$ cat src/rtl/fixed_point_q24_8_alu_defines.svh
// ----------------------------------------------------------------------------
// Fixed-point ALU assertion macros
// Shared helpers for the concurrent checks of the top level.
// ----------------------------------------------------------------------------
`ifndef FIXED_POINT_Q24_8_ALU_DEFINES_SVH
`define FIXED_POINT_Q24_8_ALU_DEFINES_SVH

// Checks that a condition implies a consequence on the same clock edge.
`define FPA_ASSERT_IMP(label, clk, rst_n, cond, cons, msg) \
  label: assert property (@(posedge clk) disable iff (!rst_n) (cond) |-> (cons)) \
    else $error(msg);

// Checks that a condition implies a consequence on the next clock edge.
`define FPA_ASSERT_NEXT(label, clk, rst_n, cond, cons, msg) \
  label: assert property (@(posedge clk) disable iff (!rst_n) (cond) |=> (cons)) \
    else $error(msg);

`endif

$ cat src/rtl/fpa_pkg.sv
// ----------------------------------------------------------------------------
// Fixed-point ALU package
// Action codes, default widths and the token passed down the divide chain.
// ----------------------------------------------------------------------------
`default_nettype none
package fpa_pkg;
  localparam int FracBitsDef  = 8;
  localparam int DataWidthDef = 32;
  localparam int ActWidth     = 4;

  typedef enum logic [ActWidth-1:0] {
    ACT_ADD = 4'd0, ACT_SUB = 4'd1, ACT_MUL = 4'd2, ACT_DIV = 4'd3,
    ACT_MIN = 4'd4, ACT_MAX = 4'd5, ACT_INC = 4'd6, ACT_DEC = 4'd7,
    ACT_I2F = 4'd8, ACT_F2I = 4'd9
  } action_t;

  typedef struct packed {
    logic lt;
    logic gt;
    logic eq;
    logic ovf;
    logic dz;
  } flags_t;
endpackage
`default_nettype wire

$ cat src/rtl/fpa_cell.sv
// ----------------------------------------------------------------------------
// Fixed-point ALU chain cell
// One restoring divide step; carries the finished result of other actions.
// ----------------------------------------------------------------------------
`default_nettype none
module fpa_cell #(
  parameter int W  = 32,
  parameter int QW = 48
) (
  input  wire logic                  clk,
  input  wire logic                  adv,
  input  wire logic                  div_i,
  input  wire logic [W-1:0]          rem_i,
  input  wire logic [QW-1:0]         num_i,
  input  wire logic [W-1:0]          den_i,
  input  wire logic                  neg_i,
  input  wire logic [W-1:0]          res_i,
  input  wire fpa_pkg::flags_t       flg_i,
  output logic                       div_o,
  output logic [W-1:0]               rem_o,
  output logic [QW-1:0]              num_o,
  output logic [W-1:0]               den_o,
  output logic                       neg_o,
  output logic [W-1:0]               res_o,
  output fpa_pkg::flags_t            flg_o
);
  import fpa_pkg::*;
  logic [W:0]  trial;
  logic [W:0]  diff;
  logic        take;
  logic [W-1:0] rem_nxt;
  logic [QW-1:0] num_nxt;

  always_comb begin
    trial   = {rem_i, num_i[QW-1]};
    diff    = trial - {1'b0, den_i};
    take    = !diff[W];
    rem_nxt = take ? diff[W-1:0] : trial[W-1:0];
    num_nxt = {num_i[QW-2:0], take};
  end

  always_ff @(posedge clk) begin
    if (adv) begin
      div_o <= div_i;
      rem_o <= div_i ? rem_nxt : rem_i;
      num_o <= div_i ? num_nxt : num_i;
      den_o <= den_i;
      neg_o <= neg_i;
      res_o <= res_i;
      flg_o <= flg_i;
    end
  end
endmodule
`default_nettype wire

$ cat config.mk
export PLATFORM = sky130hd
export DESIGN_NAME = fpa_cell
export DESIGN_NICKNAME = d
export VERILOG_FILES = /design/src/rtl/fixed_point_q24_8_alu_defines.svh /design/src/rtl/fpa_pkg.sv /design/src/rtl/fpa_cell.sv
export SDC_FILE = /design/constraint.sdc
export NUM_CORES = 1
export LEC_CHECK = 0
export ABC_AREA = 1
export ABC_CLOCK_PERIOD_IN_PS = 2100
export CORE_UTILIZATION = 35
export CTS_BUF_LIST = sky130_fd_sc_hd__clkbuf_4
export CTS_CLUSTER_DIAMETER = 150
export DETAILED_ROUTE_END_ITERATION = 10
export DONT_BUFFER_PORTS = 1
export PLACE_DENSITY = 0.59
export SLEW_MARGIN = 10
export SYNTH_ARGS = -nofsm -noshare
export SYNTH_HDL_FRONTEND = slang
export SYNTH_SLANG_ARGS = --single-unit
export TNS_END_PERCENT = 20
$ cat constraint.sdc
create_clock -name clk -period 2.1 [get_ports clk]
set_input_delay 0.315 -clock clk [delete_from_list [all_inputs] [get_ports clk]]
set_output_delay 0.315 -clock clk [all_outputs]
set_load 0.01 [all_outputs]
==> metrics.log <==
[metrics] run status: finished with violations
[metrics] failing checks: hold timing
[metrics] Placement Cell Area: between 9000 and 10000 µm²
[metrics] global routing usage on met3: 0.0426
[metrics] leading cell types in the layout, fill and taps excluded: sky130_fd_sc_hd__nand2_1 (424), sky130_fd_sc_hd__inv_1 (204), sky130_fd_sc_hd__edfxtp_1 (151)
[metrics] Tot GR Track Use: 0.215
[metrics] number of hold-slack violations in the final timing report: 17
[metrics] launching element type of the critical path: input port
[metrics] Worst Setup Path Type: in2reg
[metrics] routed len/inst: roughly 16 µm
[metrics] minimum hold slack: -0.123 ns
[metrics] routing usage on met2: 0.381
[metrics] core outline area: 24300 µm²
[metrics] nets: 1519
[metrics] kind of cell adding the most delay to the critical path: simple AND/OR/NAND/NOR gates
[metrics] syn avg cell area: approximately 8 µm²
[metrics] grt peak-use layer: met2
[metrics] Yosys reg bits: around 150
[metrics] Layout fillers: 2318
[metrics] Finished Layout Cells: 1673
[metrics] antenna violations before repair: 1
[metrics] gp weighted congestion: 0.911
[metrics] CTS tree: done
[metrics] placed instance count: around 1500
[metrics] First DRT Iteration DRCs: 826
[metrics] worst-case setup margin in the final layout: 0.295 ns
[metrics] final period utilization: 0.860
[metrics] ordered cell list for the critical path: inv_12, ha_4, fa_2, inv_2, nand2_1, nand2_1, nand3_1, nand2_2, nand2_1, nand2_2, nand2_2, nand2_2, nand2_4, nand2_4, buf_12, nand2_1, nand3_1, nand2_1
[metrics] first-pass GRT wire length: 41800 µm
[metrics] leading cell type in the layout, fill and taps excluded: sky130_fd_sc_hd__nand2_1
[metrics] Bufs on Longest Clock Path: 2
[metrics] arrival time at the worst endpoint: 2.12 ns
[metrics] Bufs and invs on worst path: 3
[metrics] Max Transition Viols Final: 0
[metrics] number of warnings reported in the yosys synthesis log: 0
[metrics] Residual DRC: 0
[metrics] HPWL reported at the end of detailed placement: 19600 µm
[metrics] cell with the most instances on the worst path: sky130_fd_sc_hd__nand2_1
[metrics] Slew Limit Headroom: 0.626
[metrics] Critical Path Fanout Max: 10
[metrics] CTS Root Cell: sky130_fd_sc_hd__clkbuf_4
[metrics] post-detailed-route via-to-cell ratio: 4.66
[metrics] net count after synthesis: approximately 1300
[metrics] Area growth, synth to finish: 35.6%
[metrics] sum of internal, switching and leakage power: 7.54 mW
[metrics] CTS sink cnt: 151
[metrics] final wirelength: ~28000 µm
[metrics] type of element capturing the critical path: flop
[metrics] Peak supply drop: 0.000372 V
[metrics] Final Util: 0.485
[metrics] number of instances in the synthesized netlist: 1070
[metrics] number of unique standard cell types used by synthesis: 29
[metrics] grt met1 use: 0.256
[metrics] pre-CTS setup slack: -0.299 ns
[metrics] Leakage Power: 5.72 nW
[metrics] count of endpoints failing setup in the final report: 0
[metrics] critical path required time: 2.41 ns
[metrics] power per cell area: 639 nW/µm²
[metrics] die extent in y: around 160 µm
[metrics] top achievable clock speed: 0.554 GHz
[metrics] cell area after layout: ~12000 µm²
[metrics] cell with the biggest individual delay on the critical path: sky130_fd_sc_hd__fa_2
[metrics] row count: 57
[metrics] proportion of layout cells with a drive suffix above 1: 0.126
[metrics] clock input transition at the sequential cells of the worst setup and hold paths: 0.16 ns
[metrics] share of the yosys chip area belonging to registers: 0.521
[metrics] accumulated negative setup slack: 0 ns
[metrics] number of global-route vias before repair: 7853
[metrics] pin count of the biggest net entering global routing: 152
[metrics] Detail Route Antenna Nets: 0
[metrics] number of vias after detailed routing: 7794
[metrics] worst slew pin tran: around 0.56 ns
[metrics] Total Die Area: 25500 µm²
[metrics] Congestion Overflow GR: 0
[metrics] die extent in x: ~160 µm
[metrics] count of port buffers added during placement: 0
[metrics] minimum period implied by the final worst setup slack: 1.81 ns
[metrics] starting utilization of the core area: 0.358
[metrics] maxcap violations: 0
[metrics] clock buffers created by TritonCTS: 17
[metrics] netlist area before placement: 8700 µm²
[metrics] depth of the CTS H-tree: 4
[metrics] unrepaired setup endpoints after global routing: false
[metrics] Top Ports: 304
[metrics] Hold WC Path Type: in2reg
[metrics] Max stage delay on crit path: between 0.3 and 0.4 ns
[metrics] number of buffers inserted to repair setup after CTS: 0
[metrics] Pre-Repair DR Iteration Count: 5
worst paths after layout:
path,start,end,slack [ns],depth (start not counted)
min,adv,den_o[16]$_DFFE_PP_,-0.12,0
max,num_i[47],rem_o[0]$_DFFE_PP_,0.29,18
state kept, by name (all words and copies together) (netlist names):
signal / count
den_o: 32
div_o: 1
flg_o: 5
neg_o: 1
num_o: 48
rem_o: 32
res_o: 32
per-layer routing:
layer  vias to the layer above  routed length (µm)
li1                       3879                   -
met1                      3571               11400
met2                       297               13600
met3                        47                1670
met4                         0                 837
met5                         -                   0
synth_stat cells:
cell type,n,area share
sky130_fd_sc_hd__nand2_1,424,0.18
sky130_fd_sc_hd__inv_1,206,0.089
sky130_fd_sc_hd__edfxtp_1,151,0.52
sky130_fd_sc_hd__nand3_1,58,0.033
sky130_fd_sc_hd__o21ai_0,47,0.027
sky130_fd_sc_hd__nor2_1,39,0.017
sky130_fd_sc_hd__ha_1,32,0.046
sky130_fd_sc_hd__nand3b_1,23,0.020
sky130_fd_sc_hd__a21oi_1,19,0.011
sky130_fd_sc_hd__xnor2_1,13,0.013
sky130_fd_sc_hd__clkbuf_1,12,0.0052
sky130_fd_sc_hd__nand4_1,7,0.0050
sky130_fd_sc_hd__buf_2,6,0.0035
sky130_fd_sc_hd__nand2_2,5,0.0036
sky130_fd_sc_hd__and2_1,4,0.0029
sky130_fd_sc_hd__buf_1,4,0.0017
sky130_fd_sc_hd__nor2_2,4,0.0029
sky130_fd_sc_hd__buf_4,3,0.0026
sky130_fd_sc_hd__nor3_1,2,0.0012
sky130_fd_sc_hd__xor2_1,2,0.0020
sky130_fd_sc_hd__a21o_1,1,0.00086
sky130_fd_sc_hd__buf_6,1,0.0013
sky130_fd_sc_hd__clkinv_1,1,0.00043
sky130_fd_sc_hd__fa_1,1,0.0023
sky130_fd_sc_hd__inv_2,1,0.00043
sky130_fd_sc_hd__nand2_4,1,0.0013
sky130_fd_sc_hd__nand3_2,1,0.0012
sky130_fd_sc_hd__nor3_2,1,0.0012
sky130_fd_sc_hd__o21bai_1,1,0.00086
layout make-up:
class	count	area, µm²	share of cell area
Clock buffer	17	128	0.0108
Tap cell	324	405	0.0344
Timing Repair Buffer	270	2480	0.211
Antenna cell	3	7.51	0.000636
Sequential cell	151	4530	0.384
Clock inverter	15	154	0.0130
Multi-Input combinational cell	685	3290	0.279
Inverter	208	793	0.0672
cells by family (layout without fill, tap and decap cells):
kind of cell | count (synthesis) | in the layout | share of synthesized area
DFF | 151 | 151 | 0.521
other | 0 | 3 | 0
and+or+nand+nor | 569 | 569 | 0.272
xor gates and xnor gates | 15 | 15 | 0.0151
adders and majority gates | 33 | 33 | 0.0483
AOI/OAI and AO/OA | 68 | 68 | 0.0397
buffers and inverters | 234 | 510 | 0.104
what timing repair did:
action / CTS / global route
hold buffers: 149 / 2
gates resized for setup: 0 / 0
endpoints found under the hold margin: 302 / 153
report_power, final:
group	leakage, nW	internal (mW)	switching [mW]
combinational	4.10	0.843	0.898
sequential	1.48	3.66	0.274
clock	0.146	0.543	1.33
total	5.72	5.04	2.50
Note: power is estimated with default switching activity, not from simulation.
